`src/design/sda_pkg.sv`:
```
// Package for the scaled decimal ALU: widths, op codes, sequencer states,
// the divide-by-ten result type and the power-of-ten table.
// No dependencies.
package sda_pkg;

	localparam int DATA_W          = 64;
	localparam int SHIFT_IN_W      = 5;
	localparam int SHIFT_OUT_W     = 6;
	localparam int OP_W            = 3;
	localparam int DIVIDE_DIGITS_DEF = 9;

	// |a| * 10^31 * 10^18 needs 226 bits; keep headroom for the x8 operand
	localparam int WIDE_W   = 228;
	// quotient of a non-tiny divide stays below 2^63 * 10^6 < 2^83
	localparam int QUO_BITS = 88;
	localparam int CNT_W    = $clog2(QUO_BITS + 1);

	localparam int TINY_EXP    = 6;
	localparam int TINY_ALWAYS = 25;

	typedef enum logic [OP_W-1:0] {
		OP_PASS = 3'd0,
		OP_DIV  = 3'd1,
		OP_MUL  = 3'd2,
		OP_SUB  = 3'd3,
		OP_ADD  = 3'd4
	} op_t;

	typedef enum logic [3:0] {
		S_IDLE,
		S_ALIGN,
		S_ADDSUB,
		S_MUL,
		S_DZ_CHECK,
		S_SCALE_NUM,
		S_SCALE_DEN,
		S_LEN_CMP,
		S_LEN_MUL,
		S_SCALE_S,
		S_DIV_INIT,
		S_DIV_STEP,
		S_STRIP,
		S_STRIP_CHK,
		S_STRIP_WAIT,
		S_DONE
	} state_t;

	typedef struct packed {
		logic [DATA_W-1:0] quot;
		logic              rem_zero;
	} div10_res_t;

	function automatic logic [DATA_W-1:0] pow10(input logic [4:0] k);
		case (k)
			5'd0:    return 64'd1;
			5'd1:    return 64'd10;
			5'd2:    return 64'd100;
			5'd3:    return 64'd1000;
			5'd4:    return 64'd10000;
			5'd5:    return 64'd100000;
			5'd6:    return 64'd1000000;
			5'd7:    return 64'd10000000;
			5'd8:    return 64'd100000000;
			5'd9:    return 64'd1000000000;
			5'd10:   return 64'd10000000000;
			5'd11:   return 64'd100000000000;
			5'd12:   return 64'd1000000000000;
			5'd13:   return 64'd10000000000000;
			5'd14:   return 64'd100000000000000;
			5'd15:   return 64'd1000000000000000;
			5'd16:   return 64'd10000000000000000;
			5'd17:   return 64'd100000000000000000;
			5'd18:   return 64'd1000000000000000000;
			default: return 64'd0;
		endcase
	endfunction

	function automatic logic [DATA_W-1:0] mag64(input logic [DATA_W-1:0] v);
		return v[DATA_W-1] ? (64'd0 - v) : v;
	endfunction

	// |B| / 10^bs <= 1e-6, exact
	function automatic logic tiny_divisor(input logic [DATA_W-1:0] bmag,
	                                      input logic [SHIFT_IN_W-1:0] bs);
		logic [SHIFT_IN_W-1:0] e;
		e = bs - SHIFT_IN_W'(TINY_EXP);
		if (bs < SHIFT_IN_W'(TINY_EXP))
			return bmag == 64'd0;
		else if (bs >= SHIFT_IN_W'(TINY_ALWAYS))
			return 1'b1;
		else
			return bmag <= pow10(e);
	endfunction

endpackage

```
`src/design/sda_adder.sv`:
```
// Shared wide adder/subtractor of the scaled decimal ALU.
// Carry out high on a subtract means a >= b. No dependencies.
module sda_adder #(
	parameter int W = 228
) (
	input  logic [W-1:0] a,
	input  logic [W-1:0] b,
	input  logic         sub,
	output logic [W-1:0] sum,
	output logic         carry
);

	assign {carry, sum} = {1'b0, a} + {1'b0, b ^ {W{sub}}} + (W+1)'(sub);

endmodule

```
`src/design/sda_div10.sv`:
```
// Iterative divide-by-ten of a 64-bit magnitude, eight bits a cycle.
// Depends on sda_pkg.
module sda_div10 import sda_pkg::*; (
	input  logic              clk,
	input  logic              arst_n,
	input  logic              start,
	input  logic [DATA_W-1:0] dividend,
	output logic              done,
	output div10_res_t        res
);

	localparam int STEP_BITS = 8;
	localparam int STEPS     = DATA_W / STEP_BITS;
	localparam int CW        = $clog2(STEPS);

	logic [DATA_W-1:0]    n_q;
	logic [3:0]           rem_q;
	logic [3:0]           rem_d;
	logic [STEP_BITS-1:0] qbits;
	logic [CW-1:0]        cnt_q;
	logic                 run_q;
	logic                 done_q;

	always_comb begin
		logic [4:0] t;
		logic [3:0] r;
		r     = rem_q;
		qbits = '0;
		for (int i = 0; i < STEP_BITS; i++) begin
			t = {r, n_q[DATA_W-1-i]};
			if (t >= 5'd10) begin
				r = 4'(t - 5'd10);
				qbits[STEP_BITS-1-i] = 1'b1;
			end else begin
				r = t[3:0];
			end
		end
		rem_d = r;
	end

	always_ff @(posedge clk or negedge arst_n) begin
		if (!arst_n) begin
			run_q  <= 1'b0;
			done_q <= 1'b0;
			cnt_q  <= '0;
		end else begin
			done_q <= 1'b0;
			if (start) begin
				run_q <= 1'b1;
				cnt_q <= '0;
			end else if (run_q) begin
				cnt_q <= cnt_q + 1'b1;
				if (cnt_q == CW'(STEPS - 1)) begin
					run_q  <= 1'b0;
					done_q <= 1'b1;
				end
			end
		end
	end

	// quotient bits shift in from the bottom as dividend bits leave the top
	always_ff @(posedge clk) begin
		if (start) begin
			n_q   <= dividend;
			rem_q <= '0;
		end else if (run_q) begin
			n_q   <= {n_q[DATA_W-STEP_BITS-1:0], qbits};
			rem_q <= rem_d;
		end
	end

	assign done         = done_q;
	assign res.quot     = n_q;
	assign res.rem_zero = (rem_q == 4'd0);

endmodule

```
`src/design/scaled_decimal_alu.sv`:
```
// Scaled decimal ALU: pass, add, subtract, multiply and divide on
// 64-bit scaled integers with decimal place counts, trailing zeros stripped.
// Depends on sda_pkg, sda_adder and sda_div10.
//
// A word is taken when start is high and busy is low; busy stays high until
// the result is out. The result appears for exactly one cycle with done high
// and the receiver cannot stall it. All wide arithmetic runs on one 228-bit
// adder under a sequencer, one operation a cycle, so the latency depends on
// the operands. Add and subtract scale the operand with fewer places by
// 10^|a_shift - b_shift|, then add; multiply runs 64 shift-and-add steps;
// divide, unless it is by zero, scales |a| by 10^b_shift and |b| by
// 10^a_shift, finds the digit count L of the quotient, scales |a| by
// 10^(DIVIDE_DIGITS - L) and runs an 88-step restoring long division. Each
// zero stripped (at most 18) costs a trial divide by ten in the divide-by-ten
// unit that handles eight bits a cycle; it stops at a remainder or shift 0.
// done is high in the first cycle with busy low; a new word can be taken in it.
module scaled_decimal_alu import sda_pkg::*; #(
	parameter int DIVIDE_DIGITS = DIVIDE_DIGITS_DEF
) (
	input  logic                          clk,
	input  logic                          arst_n,
	input  logic                          start,
	output logic                          busy,
	input  logic [OP_W-1:0]               op,
	input  logic signed [DATA_W-1:0]      a_value,
	input  logic [SHIFT_IN_W-1:0]         a_shift,
	input  logic signed [DATA_W-1:0]      b_value,
	input  logic [SHIFT_IN_W-1:0]         b_shift,
	output logic                          done,
	output logic signed [DATA_W-1:0]      result_value,
	output logic [SHIFT_OUT_W-1:0]        result_shift,
	output logic                          divide_by_zero
);

	localparam int LEN_W = $clog2(DIVIDE_DIGITS + 1);

	state_t state_q, state_d;

	logic [WIDE_W-1:0]      x_q, y_q, r_q;
	logic [DATA_W-1:0]      a_q, b_q, q_q, v_q, m_q;
	logic [SHIFT_IN_W-1:0]  as_q, bs_q;
	logic [SHIFT_OUT_W-1:0] sh_q;
	logic [CNT_W-1:0]       cnt_q;
	logic [LEN_W-1:0]       len_q;
	logic                   scale_a_q, neg_q, sneg_q, dz_q;

	logic [DATA_W-1:0]      res_value_q;
	logic [SHIFT_OUT_W-1:0] res_shift_q;
	logic                   res_dz_q, done_q;

	logic [WIDE_W-1:0]      add_a, add_b, add_sum, src10, rs;
	logic                   add_sub, add_carry;
	logic                   tiny, d10_start, d10_done;
	div10_res_t             d10_res;
	logic [SHIFT_OUT_W-1:0] s_val;

	sda_adder #(.W(WIDE_W)) u_adder (
		.a     (add_a),
		.b     (add_b),
		.sub   (add_sub),
		.sum   (add_sum),
		.carry (add_carry)
	);

	sda_div10 u_div10 (
		.clk      (clk),
		.arst_n   (arst_n),
		.start    (d10_start),
		.dividend (m_q),
		.done     (d10_done),
		.res      (d10_res)
	);

	assign tiny  = tiny_divisor(mag64(b_q), bs_q);
	assign rs    = {r_q[WIDE_W-2:0], x_q[QUO_BITS-1]};
	assign s_val = SHIFT_OUT_W'(DIVIDE_DIGITS) - SHIFT_OUT_W'(len_q);

	// operand select for the shared adder; times ten is (x << 3) + (x << 1)
	always_comb begin
		add_sub = 1'b0;
		src10   = x_q;
		case (state_q)
			S_ALIGN:     src10 = scale_a_q ? x_q : y_q;
			S_SCALE_DEN: src10 = y_q;
			S_LEN_MUL:   src10 = r_q;
			default:     src10 = x_q;
		endcase
		add_a = {src10[WIDE_W-4:0], 3'b000};
		add_b = {src10[WIDE_W-2:0], 1'b0};
		case (state_q)
			S_ADDSUB: begin
				add_a   = x_q;
				add_b   = y_q;
				add_sub = neg_q;
			end
			S_MUL: begin
				add_a = x_q;
				add_b = b_q[0] ? y_q : '0;
			end
			S_LEN_CMP: begin
				add_a   = x_q;
				add_b   = r_q;
				add_sub = 1'b1;
			end
			S_DIV_STEP: begin
				add_a   = rs;
				add_b   = y_q;
				add_sub = 1'b1;
			end
			default: ;
		endcase
	end

	always_ff @(posedge clk or negedge arst_n) begin
		if (!arst_n)
			state_q <= S_IDLE;
		else
			state_q <= state_d;
	end

	always_comb begin
		state_d   = state_q;
		d10_start = 1'b0;
		case (state_q)
			S_IDLE: begin
				if (start) begin
					case (op)
						OP_DIV:         state_d = S_DZ_CHECK;
						OP_MUL:         state_d = S_MUL;
						OP_SUB, OP_ADD: state_d = S_ALIGN;
						default:        state_d = S_STRIP;
					endcase
				end
			end
			S_ALIGN:     if (cnt_q == '0) state_d = S_ADDSUB;
			S_ADDSUB:    state_d = S_STRIP;
			S_MUL:       if (cnt_q == '0) state_d = S_STRIP;
			S_DZ_CHECK:  state_d = tiny ? S_STRIP : S_SCALE_NUM;
			S_SCALE_NUM: if (cnt_q == '0) state_d = S_SCALE_DEN;
			S_SCALE_DEN: if (cnt_q == '0) state_d = S_LEN_CMP;
			S_LEN_CMP: begin
				if (len_q != LEN_W'(DIVIDE_DIGITS) && add_carry)
					state_d = S_LEN_MUL;
				else
					state_d = S_SCALE_S;
			end
			S_LEN_MUL:   state_d = S_LEN_CMP;
			S_SCALE_S:   if (cnt_q == '0) state_d = S_DIV_INIT;
			S_DIV_INIT:  state_d = S_DIV_STEP;
			S_DIV_STEP:  if (cnt_q == '0) state_d = S_STRIP;
			S_STRIP:     state_d = S_STRIP_CHK;
			S_STRIP_CHK: begin
				if (sh_q == '0 || m_q == '0) begin
					state_d = S_DONE;
				end else begin
					d10_start = 1'b1;
					state_d   = S_STRIP_WAIT;
				end
			end
			S_STRIP_WAIT: begin
				if (d10_done)
					state_d = d10_res.rem_zero ? S_STRIP_CHK : S_DONE;
			end
			S_DONE:      state_d = S_IDLE;
			default:     state_d = S_IDLE;
		endcase
	end

	always_ff @(posedge clk or negedge arst_n) begin
		if (!arst_n)
			done_q <= 1'b0;
		else
			done_q <= (state_q == S_DONE);
	end

	always_ff @(posedge clk) begin
		case (state_q)
			S_IDLE: begin
				if (start) begin
					a_q  <= a_value;
					b_q  <= b_value;
					as_q <= a_shift;
					bs_q <= b_shift;
					dz_q <= 1'b0;
					// subtract flag rides in neg_q until the divide needs it
					neg_q <= (op == OP_SUB);
					case (op)
						OP_MUL: begin
							x_q   <= '0;
							y_q   <= WIDE_W'(a_value);
							cnt_q <= CNT_W'(DATA_W);
							sh_q  <= {1'b0, a_shift} + {1'b0, b_shift};
						end
						OP_SUB, OP_ADD: begin
							x_q <= WIDE_W'(a_value);
							y_q <= WIDE_W'(b_value);
							if (a_shift < b_shift) begin
								scale_a_q <= 1'b1;
								cnt_q     <= CNT_W'(b_shift - a_shift);
								sh_q      <= {1'b0, b_shift};
							end else begin
								scale_a_q <= 1'b0;
								cnt_q     <= CNT_W'(a_shift - b_shift);
								sh_q      <= {1'b0, a_shift};
							end
						end
						OP_DIV: ;
						default: begin
							v_q  <= b_value;
							sh_q <= {1'b0, b_shift};
						end
					endcase
				end
			end
			S_ALIGN: begin
				if (cnt_q != '0) begin
					cnt_q <= cnt_q - 1'b1;
					if (scale_a_q)
						x_q <= WIDE_W'(add_sum[DATA_W-1:0]);
					else
						y_q <= WIDE_W'(add_sum[DATA_W-1:0]);
				end
			end
			S_ADDSUB: v_q <= add_sum[DATA_W-1:0];
			S_MUL: begin
				if (cnt_q == '0) begin
					v_q <= x_q[DATA_W-1:0];
				end else begin
					x_q   <= WIDE_W'(add_sum[DATA_W-1:0]);
					y_q   <= WIDE_W'({y_q[DATA_W-2:0], 1'b0});
					b_q   <= {1'b0, b_q[DATA_W-1:1]};
					cnt_q <= cnt_q - 1'b1;
				end
			end
			S_DZ_CHECK: begin
				if (tiny) begin
					v_q  <= a_q;
					sh_q <= {1'b0, as_q};
					dz_q <= 1'b1;
				end else begin
					x_q   <= WIDE_W'(mag64(a_q));
					y_q   <= WIDE_W'(mag64(b_q));
					neg_q <= a_q[DATA_W-1] ^ b_q[DATA_W-1];
					cnt_q <= CNT_W'(bs_q);
				end
			end
			S_SCALE_NUM: begin
				if (cnt_q == '0) begin
					cnt_q <= CNT_W'(as_q);
				end else begin
					x_q   <= add_sum;
					cnt_q <= cnt_q - 1'b1;
				end
			end
			S_SCALE_DEN: begin
				if (cnt_q == '0) begin
					r_q   <= y_q;
					len_q <= '0;
				end else begin
					y_q   <= add_sum;
					cnt_q <= cnt_q - 1'b1;
				end
			end
			S_LEN_CMP: begin
				if (len_q != LEN_W'(DIVIDE_DIGITS) && add_carry) begin
					len_q <= len_q + 1'b1;
				end else begin
					sh_q  <= s_val;
					cnt_q <= CNT_W'(s_val);
				end
			end
			S_LEN_MUL: r_q <= add_sum;
			S_SCALE_S: begin
				if (cnt_q != '0) begin
					x_q   <= add_sum;
					cnt_q <= cnt_q - 1'b1;
				end
			end
			S_DIV_INIT: begin
				r_q   <= x_q >> QUO_BITS;
				q_q   <= '0;
				cnt_q <= CNT_W'(QUO_BITS);
			end
			S_DIV_STEP: begin
				if (cnt_q == '0) begin
					v_q <= neg_q ? (64'd0 - q_q) : q_q;
				end else begin
					r_q   <= add_carry ? add_sum : rs;
					q_q   <= {q_q[DATA_W-2:0], add_carry};
					x_q   <= {x_q[WIDE_W-2:0], 1'b0};
					cnt_q <= cnt_q - 1'b1;
				end
			end
			S_STRIP: begin
				m_q    <= mag64(v_q);
				sneg_q <= v_q[DATA_W-1];
			end
			S_STRIP_CHK: if (m_q == '0) sh_q <= '0;
			S_STRIP_WAIT: begin
				if (d10_done && d10_res.rem_zero) begin
					m_q  <= d10_res.quot;
					sh_q <= sh_q - 1'b1;
				end
			end
			S_DONE: begin
				res_value_q <= sneg_q ? (64'd0 - m_q) : m_q;
				res_shift_q <= sh_q;
				res_dz_q    <= dz_q;
			end
			default: ;
		endcase
	end

	assign busy           = (state_q != S_IDLE);
	assign done           = done_q;
	assign result_value   = res_value_q;
	assign result_shift   = res_shift_q;
	assign divide_by_zero = res_dz_q;

	a_accept_busy: assert property (@(posedge clk) disable iff (!arst_n)
		start && !busy |=> busy)
		else $error("accepted word did not raise busy");

	a_done_src: assert property (@(posedge clk) disable iff (!arst_n)
		done |-> $past(state_q == S_DONE))
		else $error("done without a finished result");

	a_zero_shift: assert property (@(posedge clk) disable iff (!arst_n)
		done && result_value == 0 |-> result_shift == '0)
		else $error("zero result kept decimal places");

	a_rem_bound: assert property (@(posedge clk) disable iff (!arst_n)
		state_q == S_DIV_STEP |-> r_q < y_q)
		else $error("division remainder not below divisor");

endmodule
```
`config.mk`:
```
export PLATFORM = sky130hd
export DESIGN_NAME = scaled_decimal_alu
export DESIGN_NICKNAME = d
export VERILOG_FILES = /design/src/design/sda_pkg.sv /design/src/design/sda_adder.sv /design/src/design/sda_div10.sv /design/src/design/scaled_decimal_alu.sv
export SDC_FILE = /design/constraint.sdc
export NUM_CORES = 2
export LEC_CHECK = 0
export BUFFER_PORTS_ARGS = -buffer_cell sky130_fd_sc_hd__buf_2
export CAP_MARGIN = 20
export CORE_ASPECT_RATIO = 0.9
export CORE_MARGIN = 2
export CORE_UTILIZATION = 30
export CTS_CLUSTER_DIAMETER = 50
export DETAILED_ROUTE_END_ITERATION = 8
export PLACE_DENSITY_LB_ADDON = 0.2
export SYNTH_ARGS = -nofsm -noshare
export SYNTH_HDL_FRONTEND = slang
export SYNTH_SLANG_ARGS = --single-unit
```
`constraint.sdc`:
```
create_clock -name clk -period 14.8 [get_ports clk]
set_input_delay 1.48 -clock clk [delete_from_list [all_inputs] [get_ports clk]]
set_output_delay 1.48 -clock clk [all_outputs]
set_load 0.02 [all_outputs]
```
==> results.txt <==
Status: complete, but fails checks
Failing checks: DRC
Synth-to-Final Area Change: 11.8%
Die area: 0.309 mm²
Fmax: 0.0906 GHz
Slowest cell on the critical path: nor4bb_1
Setup Fix Bufs, Post-CTS: 0
Most frequent cells in the layout: nand2_1 (1178), edfxtp_1 (1170), nor2_1 (938)
Gates resized, CTS repair: 0
Ys flop type: edfxtp_1
Simple-gate share of the synthesized area: 14.5%
Seq/Total Area, Yosys: 38.9%
FILL cells: 31.2k
All-Layer GR Usage: 25.7%
Number of hold buffers added after cts: 0
Yosys Warn Count: 0
EDFF count, synth: 1170
Number of remaining DRC errors: 17
Hold Path End: divide_by_zero$_DFFE_PP_
Crit path time final: 11.04 ns
Num ports: 217
Setup slack after layout: 3.76 ns
Final std cells w/o fill: 14.1k
Post-Synth XOR/XNOR Area: 7.55%
Largest net degree at the start of global routing: 165
Final core utilization: 33.6%
Drt first-iter violations: 12.4k
Via density: 6.24
H-tree lvl count: 4
Average routed wire per standard cell: 29.5 µm
Synth Register Bits: 1184
Final HPWL DP: 298 mm
Drt pass-1 iters: 9
Clk sink count: 1184
Worst R2R Start: state_q[0]$_DFFE_PN0P_
Syn avg cell area: 9.04 µm²
Clock latency on the worst-skew pair: 0.91 ns
Place WS: 4.17 ns
Fin crit share: 74.6%
Clock Skew: 0.0832 ns
Clk slew on worst S/H paths: 0.06 ns
Crit Path Max Fanout: 132
Crit path top cell by count: buf_4
Antenna-violating nets left: 0
Worst Tran Pin Value: 1.45 ns
Max_cap viols: 0
Die span in y: 527 µm
Largest family of logic cells by synthesized area: compound AO/OA/AOI/OAI gates
Placed Instances: 13.7k
Final Hold Vio Count: 0
R2r setup slk: 3.76 ns
Placeable Area: 0.303 mm²
Hold Path Class: flop to flop
Fin. max-slew vios: 0
Worst Reg-to-Reg Cells: 31
Commonest non-fill, non-tap cell in the layout: nand2_1
Max incr delay on CP: 0.82 ns
Worst EP arrival: 11.64 ns
Setup violators final: 0
CTS tree: done
Multi-input logic area: 0.0521 mm²
Area of all sequential standard cells: 0.0355 mm²
Final wirelength: 415 mm
Critical path type: flop to flop
Vias in the first global route: 83.3k
Post-synthesis adder-cell area fraction: 4.63%
Clk Tree Root Cell: clkbuf_16
Synth Area in Compound Gates: 28.1%
TNS Setup: 0 ns
First-pass GRT wire length: 599 mm
End of the worst register-to-register path: r_q[89]$_DFFE_PP_
Cts bufs inserted: 188
Count of different cell masters after synthesis: 105
Fraction of layout cells with a size suffix above 1: 9.55%
Port bufs: 216
RSZ-0062 raised after global routing: no
Maximum clock path buffer count: 4
Syn Nets: 10.6k
Antenna violations before repair: 56
CP Capture Type: flop
Worst Path Required: 15.41 ns
Routability cong.: 0.973
Grt ovf: 0
Starting density of the core: 30.1%
Post-Syn Instances: 10.1k
Rel. slew slack: 3.36%
Final #Nets: 10.3k
Synth async-reset ratio: 0.845%
Hold Crit Depth: 0
Vias post-DR: 87.7k
CP startpoint kind: flop
Syn Std Cell Area: 0.0913 mm²
Crit path launch: state_q[0]$_DFFE_PN0P_
Mux cell area share after synthesis: 2.03%
Hold wc startpoint: dz_q$_DFFE_PP_
Site row count: 192
Die W: 585 µm
Yosys cell counts, types with 155 or more instances:
library cell  instances  area (µm²)
ha_1                331        4140
a221oi_1            659        5770
a21oi_1             886        4430
edfxtp_1           1170       35100
nand4_1             155         970
a221o_1             383        3830
inv_1               209         785
clkbuf_1            734        2760
nor2_1              947        3550
nand2_1            1184        4440
o21ai_0             718        3590
xor2_1              465        4070
xnor2_1             322        2820
layout make-up:
class	count	share of cell area, %
multi-input cells	7857	51.1
flip-flops and latches	1184	34.8
well taps	4074	5.00
clock buffers	209	4.74
repair buffers	378	2.48
clock inverters	125	1.05
inverters	212	0.785
diodes	19	0.0466
state kept, by name, indices dropped and copies added, names as in the netlist, 6 cells and up:
name          flops
u_div10.n_q      64
y_q             228
v_q              64
b_q              64
result_shift      6
m_q              64
q_q              64
cnt_q             7
sh_q              6
result_value     64
x_q             228
a_q              64
r_q             228
worst max-delay path: cells and delay by family, from the launching register on:
kind            cells  cell delay [ns]
simple gates       14             4.60
xor+xnor            1             0.08
flops               1             0.35
fa+ha+maj           1             0.47
buf+inv             8             3.16
compound gates      7             1.74
routing by layer:
metal / track usage [%] / vias up / wire length (µm)
li1: - / 38500 / -
met1: 35.3 / 43500 / 175000
met2: 39.9 / 4985 / 182000
met3: 4.67 / 770 / 38800
met4: 10.2 / 38 / 18000
met5: 0 / - / 280
how the worst max path moves through the flow:
stage,endpoint,slack [ns],depth (start not counted)
global route,r_q[89]$_DFFE_PP_,3.41,31
global placement,r_q[89]$_DFFE_PP_,4.42,31
finish,r_q[89]$_DFFE_PP_,3.76,31
floorplan,r_q[0]$_DFFE_PP_,1.06,9
CTS,r_q[89]$_DFFE_PP_,4.10,31
detailed placement,r_q[89]$_DFFE_PP_,4.17,31
metrics by stage:
step | instance area [µm²] | hold slack [ns]
after floorplan | 91300 | 0.400
after global placement | 96000 | 0.491
after detailed placement | 96000 | 0.485
after CTS | 102000 | 0.448
after global routing | 102000 | 0.493
final | 102000 | 0.480
logic make-up after synthesis:
group                      Yosys count
DFF                               1184
xor gates and xnor gates           787
adders and majority gates          335
muxes                              166
AOI/OAI and AO/OA                 3634
buffers and inverters             1053
and+or+nand+nor                   2935
Power is not shown: default switching activity piles up to over one toggle a cycle in this logic, so the estimate is an artifact.
